File: src/hdl/slmn_pkg.sv
`default_nettype none
// ----------------------------------------------------------------------------
// slmn_pkg
// Shared types and constants of the spectrum log-magnitude normalizer.
// ----------------------------------------------------------------------------
package slmn_pkg;

  localparam int FRAC_BITS = 16;
  localparam int IDX_W     = 18;
  localparam int CNT_W     = 19;
  localparam int DB_W      = 18;
  localparam int MAX_BINS  = 1 << IDX_W;

  localparam logic [DB_W-1:0] DB_MIN   = 18'h20000;
  localparam logic [17:0]     LOG_TO_DB = 18'd197283;
  localparam logic [15:0]     RANGE_Q8 = 16'd20480;

  localparam logic MODE_LOAD = 1'b0;
  localparam logic MODE_READ = 1'b1;

  typedef struct packed {
    logic              mode;
    logic signed [47:0] re_part;
    logic signed [47:0] im_part;
    logic              frame_end;
    logic [IDX_W-1:0]  read_index;
  } in_item_t;

  typedef struct packed {
    logic [15:0] level;
    logic        valid_res;
  } out_item_t;

  typedef enum logic [3:0] {
    ST_IDLE, ST_SQ_LO, ST_SQ_HI, ST_SUM, ST_NORM, ST_FRAC,
    ST_SCALE, ST_STORE, ST_RD_MEM, ST_RD_CALC, ST_RD_OUT
  } state_t;

  // Commands from the controller to the datapath.
  typedef struct packed {
    logic capture;
    logic sq_lo;
    logic sq_hi;
    logic sum;
    logic norm;
    logic frac_step;
    logic scale;
    logic store;
    logic rd_mem;
    logic rd_calc;
    logic rd_out;
  } ctrl_t;

  // Status from the datapath to the controller.
  typedef struct packed {
    logic frac_last;
  } stat_t;

endpackage

`default_nettype wire

File: src/hdl/slmn_ctrl.sv
`default_nettype none
// ----------------------------------------------------------------------------
// slmn_ctrl
// Sequencer that steps one item through the datapath.
// ----------------------------------------------------------------------------
module slmn_ctrl (
  input  wire logic            clk,
  input  wire logic            rst,
  input  wire logic            start,
  input  wire logic            mode,
  input  wire slmn_pkg::stat_t stat,
  output slmn_pkg::ctrl_t      ctrl,
  output logic                 busy
);

  slmn_pkg::state_t state, state_next;

  always_ff @(posedge clk) begin
    if (rst) begin
      state <= slmn_pkg::ST_IDLE;
    end else begin
      state <= state_next;
    end
  end

  always_comb begin
    state_next = state;
    unique case (state)
      slmn_pkg::ST_IDLE: begin
        if (start) begin
          state_next = (mode == slmn_pkg::MODE_READ) ? slmn_pkg::ST_RD_MEM
                                                     : slmn_pkg::ST_SQ_LO;
        end
      end
      slmn_pkg::ST_SQ_LO:   state_next = slmn_pkg::ST_SQ_HI;
      slmn_pkg::ST_SQ_HI:   state_next = slmn_pkg::ST_SUM;
      slmn_pkg::ST_SUM:     state_next = slmn_pkg::ST_NORM;
      slmn_pkg::ST_NORM:    state_next = slmn_pkg::ST_FRAC;
      slmn_pkg::ST_FRAC: begin
        if (stat.frac_last) begin
          state_next = slmn_pkg::ST_SCALE;
        end
      end
      slmn_pkg::ST_SCALE:   state_next = slmn_pkg::ST_STORE;
      slmn_pkg::ST_STORE:   state_next = slmn_pkg::ST_IDLE;
      slmn_pkg::ST_RD_MEM:  state_next = slmn_pkg::ST_RD_CALC;
      slmn_pkg::ST_RD_CALC: state_next = slmn_pkg::ST_RD_OUT;
      slmn_pkg::ST_RD_OUT:  state_next = slmn_pkg::ST_IDLE;
      default:              state_next = slmn_pkg::ST_IDLE;
    endcase
  end

  always_comb begin
    ctrl           = '0;
    busy           = (state != slmn_pkg::ST_IDLE);
    ctrl.capture   = (state == slmn_pkg::ST_IDLE) && start;
    ctrl.sq_lo     = (state == slmn_pkg::ST_SQ_LO);
    ctrl.sq_hi     = (state == slmn_pkg::ST_SQ_HI);
    ctrl.sum       = (state == slmn_pkg::ST_SUM);
    ctrl.norm      = (state == slmn_pkg::ST_NORM);
    ctrl.frac_step = (state == slmn_pkg::ST_FRAC);
    ctrl.scale     = (state == slmn_pkg::ST_SCALE);
    ctrl.store     = (state == slmn_pkg::ST_STORE);
    ctrl.rd_mem    = (state == slmn_pkg::ST_RD_MEM);
    ctrl.rd_calc   = (state == slmn_pkg::ST_RD_CALC);
    ctrl.rd_out    = (state == slmn_pkg::ST_RD_OUT);
  end

  a_one_cmd: assert property (@(posedge clk) disable iff (rst)
    $onehot0({ctrl.sq_lo, ctrl.sq_hi, ctrl.sum, ctrl.norm, ctrl.frac_step,
              ctrl.scale, ctrl.store, ctrl.rd_mem, ctrl.rd_calc, ctrl.rd_out}))
    else $error("more than one datapath command");
  a_busy_after: assert property (@(posedge clk) disable iff (rst)
    ctrl.capture |=> busy) else $error("not busy after accept");
  a_read_out: assert property (@(posedge clk) disable iff (rst)
    ctrl.rd_mem |=> ##1 ctrl.rd_out) else $error("read sequence broken");

endmodule

`default_nettype wire

File: config.mk
export PLATFORM = sky130hd
export DESIGN_NAME = slmn_ctrl
export DESIGN_NICKNAME = d
export VERILOG_FILES = /design/src/hdl/slmn_pkg.sv /design/src/hdl/slmn_ctrl.sv
export SDC_FILE = /design/constraint.sdc
export NUM_CORES = 1
export LEC_CHECK = 0
export BUFFER_PORTS_ARGS = -buffer_cell sky130_fd_sc_hd__buf_2
export CAP_MARGIN = 20
export CORE_AREA = 2 2 39 41
export CTS_CLUSTER_DIAMETER = 100
export CTS_CLUSTER_SIZE = 14
export DETAILED_ROUTE_END_ITERATION = 16
export DIE_AREA = 0 0 41 43
export SYNTH_ARGS = -nofsm -noshare
export SYNTH_HDL_FRONTEND = slang
export SYNTH_SLANG_ARGS = --single-unit
File: constraint.sdc
create_clock -name clk -period 1.7 [get_ports clk]
set_input_delay 0.34 -clock clk [delete_from_list [all_inputs] [get_ports clk]]
set_output_delay 0.34 -clock clk [all_outputs]
set_load 0.02 [all_outputs]
== Word level (Yosys, flattened, before mapping) ==
Index checks and enable logic that the tools add are counted.

* Logic and storage cells: 21
* Input port bits: 5
* Output and inout bits: 12
* Bits in registers: 4

* Reductions and logical operators: 4
* Multiplexer cells: 4
* Equal/unequal tests: 12

{| class="wikitable"
|+ Operators with widths
! cell !! count
|-
| $pmux 4 s9 || 1
|-
| $eq 4x3->1 const B || 4
|-
| $eq 4x4->1 const B || 3
|-
| $mux 4 || 3
|-
| $eq 4x2->1 const B || 2
|-
| $eq 4x1->1 const B || 1
|-
| $logic_not 4->1 || 1
|-
| $ne 2x2->1 const B || 2
|-
| $reduce_bool 4->1 || 1
|-
| $reduce_and 2->1 || 1
|-
| $logic_and 1x1->1 || 1
|}

== Longest topological paths before layout ==
* Depth in word-level cells: 3
* Gate-level depth with buffers: 4
* Gate-level depth less buffers: 3

== Worst setup path after synthesis ==
Ideal clock, no wire load.

* Path kind: reg-to-output
* Start: reg state[2]
* End: out ctrl[6] (netlist bit)
* Buffers on the path: 1
* Slack: 198 ps
* Stages on the path, launching flop included: 4
* Arrival: 1162 ps
* Required time: 1360 ps
* Path through: dfxtp_1 > buf_6 > or2b_1 > nor3_1

{| class="wikitable"
|+ RTL lines
! item !! line !! RTL
|-
| start: declaration || slmn_ctrl.sv:16 || <nowiki>slmn_pkg::state_t state, state_next;</nowiki>
|-
| start signal: assignment || slmn_ctrl.sv:20 || <nowiki>state <= slmn_pkg::ST_IDLE;</nowiki>
|-
| start signal: assignment || slmn_ctrl.sv:22 || <nowiki>state <= state_next;</nowiki>
|-
| end: declaration || slmn_ctrl.sv:12 || <nowiki>output slmn_pkg::ctrl_t ctrl,</nowiki>
|}

==> qor.csv <==
stage,metric,value,unit
sta,Max Slew Vio Count,0,
worst_setup_path,critical path type,flip-flop to output port,
placement,PortBufs,16,
final_layout,# diodes,0,
hold_path,Min-Delay Path Class,input port to flip-flop,
clock_network,CTS resizes,0,
placement,post-DP HPWL,548,µm
clock_network,Worst-Skew Late Latency,0.23,ns
drt,DR DRC count,0,
yosys,sequential area share after synthesis,0.245,
placement,GPL Wtd Cong,0.698,
grt,first-pass GRT wire length,1.29,mm
die,die height,43,µm
worst_setup_path,worst path required time,1.36,ns
yosys,Syn Area/Cell,7.10,µm²
die,num ports,17,
placement,pre-CTS WS,0.265,ns
yosys,post-synth top area cell,dfxtp_1,
yosys,Yosys warning total,0,
clock_network,CTS tree,done,
clock_network,clock root cell,clkbuf_4,
power_and_ir_drop,Pleak,0.215,nW
drt,DR iter-0 viols,2,
worst_setup_path,Reg2Reg Setup Slack,0.55,ns
sta,Max-slew headroom,0.838,
final_layout,largest register by flop count,state,
sta,Clock Skews,0.000775,ns
die,Die X,41,µm
die,starting density of the core,0.236,
clock_network,Post-CTS Setup Bufs,0,
flow_run,max cap viols,0,
worst_setup_path,crit-path max FO,12,
sta,setup TNS,0,ns
clock_network,hold_buf cts,0,
drt,Pre-antenna DRT Iters,2,
yosys,Synth Instances,46,
final_layout,"most common cell after layout, fill and taps aside",buf_2,
final_layout,"commonest cells after routing, fill and taps aside","16 x buf_2, 9 x nor3_1, 7 x nor2_1, 4 x nand2_1, 4 x dfxtp_2",
die,Core Footprint,1380,µm²
grt,GRT Resource Usage Total,0.112,
drt,post-route ant nets,0,
drt,wire length per cell,10.5,µm
worst_setup_path,crit path DAT,1.22,ns
final_layout,ratio of cells with drive above 1 in the final layout,0.410,
clock_network,CTS buffer count,3,
power_and_ir_drop,pwr dens,1040,nW/µm²
sta,RSZ-0062 raised after global routing,no,
final_layout,layout net count,68,
sta,Max Fclk,639,MHz
drt,Via Count,367,
yosys,synthesized net count,51,
sta,post-route minimum period,1.56,ns
grt,initial antenna violation count,0,
run_status,run status,"complete, no violations",
drt,Routed WL,806,µm
clock_network,Clock Sinks,4,
clock_network,CTS Buffer Depth,2,
yosys,top cell type's share of synthesized area,0.245,
worst_setup_path,crit path capture type,output port,
sta,hold_ws,0.319,ns
yosys,post-synth cell types,20,
sta,final worst slack,0.135,ns
die,die area,1760,µm²
final_layout,Area Overhead vs Synth,30.3,%
sta,"Period Utilization, post-route",0.921,
drt,vias per inst,4.77,
yosys,"Cell Area, Synth",327,µm²
yosys,"FF+latch count, synth",4,
grt,Overflow after GRT,0,
grt,vias in the first global route,332,
die,Cell Rows,14,
final_layout,biggest regs,state: 4 flops,
power_and_ir_drop,maximum VDD drop,390,µV
worst_setup_path,critical path startpoint category,flip-flop,
yosys,synth top area cells,"dfxtp_1 25%, nor3_1 14%, nor2_1 8.0%",
clock_network,clock-pin slew of the registers on the worst-case setup and hold paths,0.04,ns
sta,Hold Fails Final Rpt,0,
grt,largest net degree at the start of global routing,15,
clock_network,H-tree Lvls,1,
sta,# setup viols final,0,
final_layout,number of flip-flops under the largest register name,4,
sta,Worst Max-Slew Pin Slew,0.242,ns
## final cells by class
cell class                 instances  area, µm²
clock buffer                       3       22.5
fill                             161        958
inverter                           1       3.75
multi-input combinational         37        214
sequential                         4       85.1
tap                               16       20.0
timing repair buffer              16       80.1
## synth_stat cells, drive strengths merged
master,number
xor2,1
nor4b,1
buf,4
nor2b,1
nand2,4
or2b,1
inv,1
nor3,9
and3b,1
o21a,2
o221a,1
a21oi,2
nor3b,1
nand2b,2
nor2,7
and3,3
o21ai,1
dfxtp,4
## metal layers
layer,GRT usage,up-vias,share of wire
met4,0.120,0,0.038
li1,-,192,-
met5,0,-,0
met3,0.0314,4,0.057
met1,0.131,158,0.44
met2,0.147,13,0.46
## path summary, 6_finish.rpt
path                                from  endpoint  cells past startpoint
worst max-delay path            state[2]   ctrl[6]                      3
worst min-delay path                 rst  state[2]                      2
worst max register to register  state[2]  state[0]                      3
worst min register to register  state[3]  state[2]                      1
## report_power, final
part,internal [mW],total [mW],switching [mW],leakage (nW)
logic,0.0674,0.170,0.102,0.166
registers,0.112,0.156,0.0447,0.0344
clock network,0.0789,0.117,0.0378,0.0138
total,0.258,0.443,0.185,0.215
## worst max-delay path, cell delays in order (launching register included)
cell and delay (ns):
dfxtp_2 0.43, or2b_1 0.26, nor3_1 0.12, buf_2 0.18
## stage by stage
step	instance area (µm²)	util	std cells	power, mW
final	425	0.307	77	0.443
after global routing	425	0.307	77	0.478
after CTS	420	0.304	77	0.445
after detailed placement	398	0.288	74	0.322
after global placement	398	0.288	74	0.319
after floorplan	327	-	46	0.279
## kinds of logic after synthesis
family                    after synthesis  share of synthesized area
DFF                                     4                      0.245
AOI/OAI and AO/OA                       6                      0.126
xor gates and xnor gates                1                     0.0268
and+or+nand+nor                        30                      0.502
buffers and inverters                   5                     0.0996
(Power assumes the default switching activity.)
